<file path="src/sv/pfba_pkg.sv">
// ----------------------------------------------------------------------------
// Page frame bitmap allocator package
// Shared constants, action codes, controller/datapath command and status
// structures and the lowest-zero search used by the allocation scan.
// ----------------------------------------------------------------------------
package pfba_pkg;

  localparam int NUM_PAGES  = 1048576;
  localparam int PAGE_SHIFT = 12;

  localparam int ADDR_W   = 32;
  localparam int EXT_W    = ADDR_W + 1;
  localparam int COUNT_W  = 21;
  localparam int ACTION_W = 2;

  localparam int WORD_W    = 32;
  localparam int WBIT_W    = 5;
  localparam int NUM_WORDS = (NUM_PAGES + WORD_W - 1) / WORD_W;
  localparam int WA_W      = (NUM_WORDS > 1) ? $clog2(NUM_WORDS) : 1;
  localparam int PG_W      = WA_W + WBIT_W + 1;

  localparam logic [EXT_W-1:0]   PAGE_MASK = EXT_W'((64'd1 << PAGE_SHIFT) - 64'd1);
  localparam logic [EXT_W-1:0]   PAGES_EXT = EXT_W'(NUM_PAGES);
  localparam logic [COUNT_W-1:0] COUNT_MAX = {COUNT_W{1'b1}};
  localparam logic [WA_W-1:0]    LAST_WORD = WA_W'(NUM_WORDS - 1);

  localparam logic [ACTION_W-1:0] ACT_FREE_RANGE = 2'd0;
  localparam logic [ACTION_W-1:0] ACT_USE_RANGE  = 2'd1;
  localparam logic [ACTION_W-1:0] ACT_ALLOC      = 2'd2;
  localparam logic [ACTION_W-1:0] ACT_FREE_PAGE  = 2'd3;

  typedef struct packed {
    logic load;
    logic clr_wr;
    logic rd;
    logic wc_inc;
    logic rng_wr;
    logic hit;
    logic alloc_wr;
    logic fail;
    logic free_wr;
    logic res;
  } pfba_cmd_t;

  typedef struct packed {
    logic wc_max;
    logic rng_empty;
    logic mask_full;
    logic wc_last;
    logic scan_hit;
    logic zero_page;
    logic scan_end;
    logic free_ok;
    logic out_free;
  } pfba_sts_t;

  function automatic logic [PG_W-1:0] clamp_pg(input logic [EXT_W-1:0] p);
    return (p > PAGES_EXT) ? PG_W'(NUM_PAGES) : PG_W'(p);
  endfunction

  function automatic logic [WBIT_W-1:0] lowest_zero(input logic [WORD_W-1:0] w);
    logic [WORD_W-1:0] inv;
    logic [WORD_W-1:0] iso;
    logic [WBIT_W-1:0] idx;
    inv = ~w;
    iso = inv & (~inv + 1'b1);
    idx = '0;
    for (int i = 0; i < WORD_W; i++) begin
      if (iso[i]) begin
        idx = idx | WBIT_W'(i);
      end
    end
    return idx;
  endfunction

endpackage

</file>
<file path="src/sv/pfba_ctrl.sv">
// ----------------------------------------------------------------------------
// Page frame bitmap allocator controller
// State machine that runs the clearing pass, the range walks, the allocation
// scan, single page frees and the hand-off of each result word.
// ----------------------------------------------------------------------------
module pfba_ctrl (
  input  logic                            clk,
  input  logic                            rst_n,
  input  logic                            in_valid,
  input  logic [pfba_pkg::ACTION_W-1:0]   in_action,
  output logic                            in_stall,
  input  pfba_pkg::pfba_sts_t             sts,
  output pfba_pkg::pfba_cmd_t             cmd
);

  localparam logic [3:0] ST_CLR      = 4'd0;
  localparam logic [3:0] ST_IDLE     = 4'd1;
  localparam logic [3:0] ST_RNG      = 4'd2;
  localparam logic [3:0] ST_RNG_WR   = 4'd3;
  localparam logic [3:0] ST_SCAN0    = 4'd4;
  localparam logic [3:0] ST_SCAN     = 4'd5;
  localparam logic [3:0] ST_ALLOC_WR = 4'd6;
  localparam logic [3:0] ST_FREE_RD  = 4'd7;
  localparam logic [3:0] ST_FREE_WR  = 4'd8;
  localparam logic [3:0] ST_RES      = 4'd9;

  logic [3:0] state_r;
  logic [3:0] state_nxt;

  assign in_stall = (state_r != ST_IDLE);

  always_comb begin
    state_nxt = state_r;
    cmd       = '0;
    case (state_r)
      ST_CLR: begin
        cmd.clr_wr = 1'b1;
        cmd.wc_inc = 1'b1;
        if (sts.wc_max) begin
          state_nxt = ST_IDLE;
        end
      end
      ST_IDLE: begin
        if (in_valid) begin
          cmd.load = 1'b1;
          case (in_action)
            pfba_pkg::ACT_ALLOC:     state_nxt = ST_SCAN0;
            pfba_pkg::ACT_FREE_PAGE: state_nxt = ST_FREE_RD;
            default:                 state_nxt = ST_RNG;
          endcase
        end
      end
      ST_RNG: begin
        if (sts.rng_empty) begin
          state_nxt = ST_RES;
        end else if (sts.mask_full) begin
          cmd.rng_wr = 1'b1;
          if (sts.wc_last) begin
            state_nxt = ST_RES;
          end else begin
            cmd.wc_inc = 1'b1;
          end
        end else begin
          cmd.rd    = 1'b1;
          state_nxt = ST_RNG_WR;
        end
      end
      ST_RNG_WR: begin
        cmd.rng_wr = 1'b1;
        if (sts.wc_last) begin
          state_nxt = ST_RES;
        end else begin
          cmd.wc_inc = 1'b1;
          state_nxt  = ST_RNG;
        end
      end
      ST_SCAN0: begin
        cmd.rd     = 1'b1;
        cmd.wc_inc = 1'b1;
        state_nxt  = ST_SCAN;
      end
      ST_SCAN: begin
        if (sts.scan_hit) begin
          if (sts.zero_page) begin
            cmd.fail  = 1'b1;
            state_nxt = ST_RES;
          end else begin
            cmd.hit   = 1'b1;
            state_nxt = ST_ALLOC_WR;
          end
        end else if (sts.scan_end) begin
          cmd.fail  = 1'b1;
          state_nxt = ST_RES;
        end else begin
          cmd.rd     = 1'b1;
          cmd.wc_inc = 1'b1;
        end
      end
      ST_ALLOC_WR: begin
        cmd.alloc_wr = 1'b1;
        state_nxt    = ST_RES;
      end
      ST_FREE_RD: begin
        if (sts.free_ok) begin
          cmd.rd    = 1'b1;
          state_nxt = ST_FREE_WR;
        end else begin
          state_nxt = ST_RES;
        end
      end
      ST_FREE_WR: begin
        cmd.free_wr = 1'b1;
        state_nxt   = ST_RES;
      end
      ST_RES: begin
        if (sts.out_free) begin
          cmd.res   = 1'b1;
          state_nxt = ST_IDLE;
        end
      end
      default: begin
        state_nxt = ST_IDLE;
      end
    endcase
  end

  always_ff @(posedge clk) begin
    if (!rst_n) begin
      state_r <= ST_CLR;
    end else begin
      state_r <= state_nxt;
    end
  end

  a_accept_starts_work: assert property (@(posedge clk) disable iff (!rst_n)
    (in_valid && !in_stall) |=> (state_r != ST_IDLE && state_r != ST_CLR))
    else $error("accepted word did not start an operation");

  a_res_only_when_free: assert property (@(posedge clk) disable iff (!rst_n)
    cmd.res |-> sts.out_free)
    else $error("result loaded while the output register was occupied");

  a_single_write: assert property (@(posedge clk) disable iff (!rst_n)
    $countones({cmd.clr_wr, cmd.rng_wr, cmd.alloc_wr, cmd.free_wr}) <= 1)
    else $error("more than one bitmap write command in a cycle");

endmodule

</file>
<file path="config.mk">
export PLATFORM = sky130hd
export DESIGN_NAME = pfba_ctrl
export DESIGN_NICKNAME = d
export VERILOG_FILES = /design/src/sv/pfba_pkg.sv /design/src/sv/pfba_ctrl.sv
export SDC_FILE = /design/constraint.sdc
export NUM_CORES = 1
export LEC_CHECK = 0
export ABC_AREA = 1
export BUFFER_PORTS_ARGS = -buffer_cell sky130_fd_sc_hd__buf_2
export CORE_AREA = 2 2 39 41
export CTS_BUF_LIST = sky130_fd_sc_hd__clkbuf_16
export DETAILED_ROUTE_END_ITERATION = 10
export DIE_AREA = 0 0 41 43
export HOLD_SLACK_MARGIN = 0.1
export PLACE_DENSITY = 0.82
export SLEW_MARGIN = 20
export SYNTH_ARGS = -nofsm -noshare
export SYNTH_HDL_FRONTEND = slang
export SYNTH_SLANG_ARGS = --single-unit
</file>
<file path="constraint.sdc">
create_clock -name clk -period 2.61 [get_ports clk]
set_input_delay 0 -clock clk [delete_from_list [all_inputs] [get_ports clk]]
set_output_delay 0 -clock clk [all_outputs]
set_load 0.01 [all_outputs]
</file>
==> out/results.ini <==
[timing]
maxSlewHeadroom_pct=79.48
tns_ns=0
finalCritPeriodShare_pct=57.11
rsz0062_at_grt=no
maxSlewViolCount=0
timing.fmax_mhz=670.9
setup_viol=0
tightest_slew_ns=0.3066
setup_ws_ns=1.120
hold_violations=0
skew_ns=0.00006825
finalCriticalPeriod_ns=1.490

[floorplan]
rows=14
io_pins=25
die_area_um2=1763
design.core.area_um2=1384
fp.dieW_um=41
die_h_um=43
initial_core_util_pct=40.05

[final_layout]
area_growth_pct=40.63
largestRegisters=state_r: 4 flops
nFillCells=141
regMostFlops=state_r
largest_reg_flops=4
diodes=0
final_cells=141
finalInstanceArea_um2=779.5
drive_above_1_share_pct=36.00
final_nets=141

[power_and_ir_drop]
p_leak_nw=0.4657
ir_drop_v=0.0006681
power.density_nw_per_um2=795.7

[drt]
dr.pass1.iters=4
drt-total-wl_mm=1.484
drt_iter0_drc=26
ant_nets=0
num_vias=722
drc=0
via_per_inst=5.121
avgRoutedWirePerCell_um=10.52

[logic_synthesis]
syn-num-nets=111
synthCells=97
ys_warn_count=0
ys_seq_elements=4
synth.distinct_cells=16
avgSynthCellArea_um2=5.714
ys_seq_area_share_pct=14.45
syn_area_um2=554.3

[global_route]
grt_pass1_vias=621
grt_pass1_wl_mm=2.428
grt_max_degree=10
grt_util_all_layers_pct=19.98
antenna_found_initial=0
gr-total-overflow=0

[flow_run]
maxCapViolations=0

[clock_network]
root_buffer=clkbuf_16
cts.sinks=4
cts_tree=built
cts_max_path_buffers=2
post_cts_resized=0
cts_max_level=1
clk_latency_ns=0.22
cts-buffers-inserted=3
path_clk_slew_ns=0.03

[critical_path]
path_class=reg -> out
timing.critical_path.buf_inv=1
cpMaxStageDelayCell=dfxtp_1
crit_path_frequent_cell=nor2_4
required_ns=2.61
cp_data_arrival_time_ns=1.49
path_delay_family=simple AND/OR/NAND/NOR gates
worstSetupEndpointType=output pin
crit_chain=nor2_4 -> nand2_2 -> nor2_4 -> nand3_2 -> o2111ai_1 -> buf_2
slowest_delay_ns=0.37
r2r_slack_ns=1.23
worstPathMaxFanout=9
start_kind=flip-flop

[place]
io_buffers=24
post-place-ws_ns=1.237
place_inst=137
routabilityCongestion=0.8708
dp_hpwl_mm=1.253
place_area_um2=694.4

[worst_hold_path]
worstHoldPathType=in -> reg

[status]
status=finished clean

==> per-stage QoR <==
stage / hold WS, ns / utilization, % / total power [mW]
2_1_floorplan: 0.1128 / - / 0.3009
3_3_place_gp: 0.2656 / 50.18 / 0.3810
3_5_place_dp: 0.2771 / 50.18 / 0.3832
4_1_cts: 0.1382 / 56.33 / 0.6238
5_1_grt: 0.1639 / 56.33 / 0.6635
6_report: 0.1439 / 56.33 / 0.6203
==> final timing paths <==
kind / endpoint / cells after the start / start
worst min-delay path: state_r[2]$_SDFFE_PN0P_ / 4 / sts[2]
worst min register to register: state_r[2]$_SDFFE_PN0P_ / 4 / state_r[0]$_SDFFE_PN0P_
worst max-delay path: cmd[6] / 6 / state_r[2]$_SDFFE_PN0P_
worst max register to register: state_r[3]$_SDFFE_PN0P_ / 8 / state_r[2]$_SDFFE_PN0P_
==> cells by family after synthesis <==
family / share of synthesized area [%]
compound gates: 8.128
flops: 14.45
buf+inv: 14.22
simple gates: 63.20
==> cells in the mapped netlist <==
library cell  count  area (µm²)
nand2_1          20       75.07
inv_1            17       63.81
nor2_1           15       56.30
nand3_1          12       60.06
nor2_4            6       67.56
dfxtp_1           4       80.08
inv_2             4       15.01
nand2_2           4       25.02
nand3_2           3       30.03
nand4_1           3       18.77
a21oi_1           2       10.01
o2111ai_1         2       17.52
o21ai_0           2       10.01
a21boi_1          1       7.510
nand3b_2          1       11.26
nor4_1            1       6.260
==> final cells by class <==
type / count / area (µm²) / share of cell area [%]
clock buffers: 3 / 75.07 / 9.631
inverters: 21 / 78.83 / 10.11
multi-input cells: 72 / 395.4 / 50.72
flip-flops and latches: 4 / 80.08 / 10.27
well taps: 16 / 20.02 / 2.568
repair buffers: 25 / 130.1 / 16.69
==> timing repair <==
action / CTS / global route
hold endpoints to repair: 4 / 0
hold buffers: 1 / 0
setup buffers: 0 / 0
==> power by group <==
| group | internal [mW] | switching [mW] | leakage, nW |
|---|---|---|---|
| Combinational | 0.107 | 0.181 | 0.396 |
| Sequential | 0.0741 | 0.0240 | 0.0327 |
| Clock | 0.195 | 0.0391 | 0.0370 |
==> layout by cell type (no fill, tap or decap), drive strengths merged <==
cell type and n:
a21boi 1, a21oi 2, buf 24, clkbuf 3
dfxtp 4, dlygate4sd3 1, inv 21, nand2 24
nand3 15, nand3b 1, nand4 3, nor2 21
nor4 1, o2111ai 2, o21ai 2
==> worst register-to-register path, cell delays in order, from the launching register on <==
cell,delay (ns)
dfxtp_1,0.37
nor2_4,0.27
nand2_2,0.12
nor2_4,0.11
nand3_2,0.12
nand2_2,0.10
nor2_1,0.04
nor2_1,0.09
nor2_1,0.04
==> routing by layer <==
metal	wire [µm]	part of all wire [%]	GRT usage [%]
met5	0	0	0
met4	38	2.6	12.67
met3	138	9.3	6.806
met2	718	48	28.75
met1	588	40	24.12
Note: power is estimated with default switching activity, not from simulation.
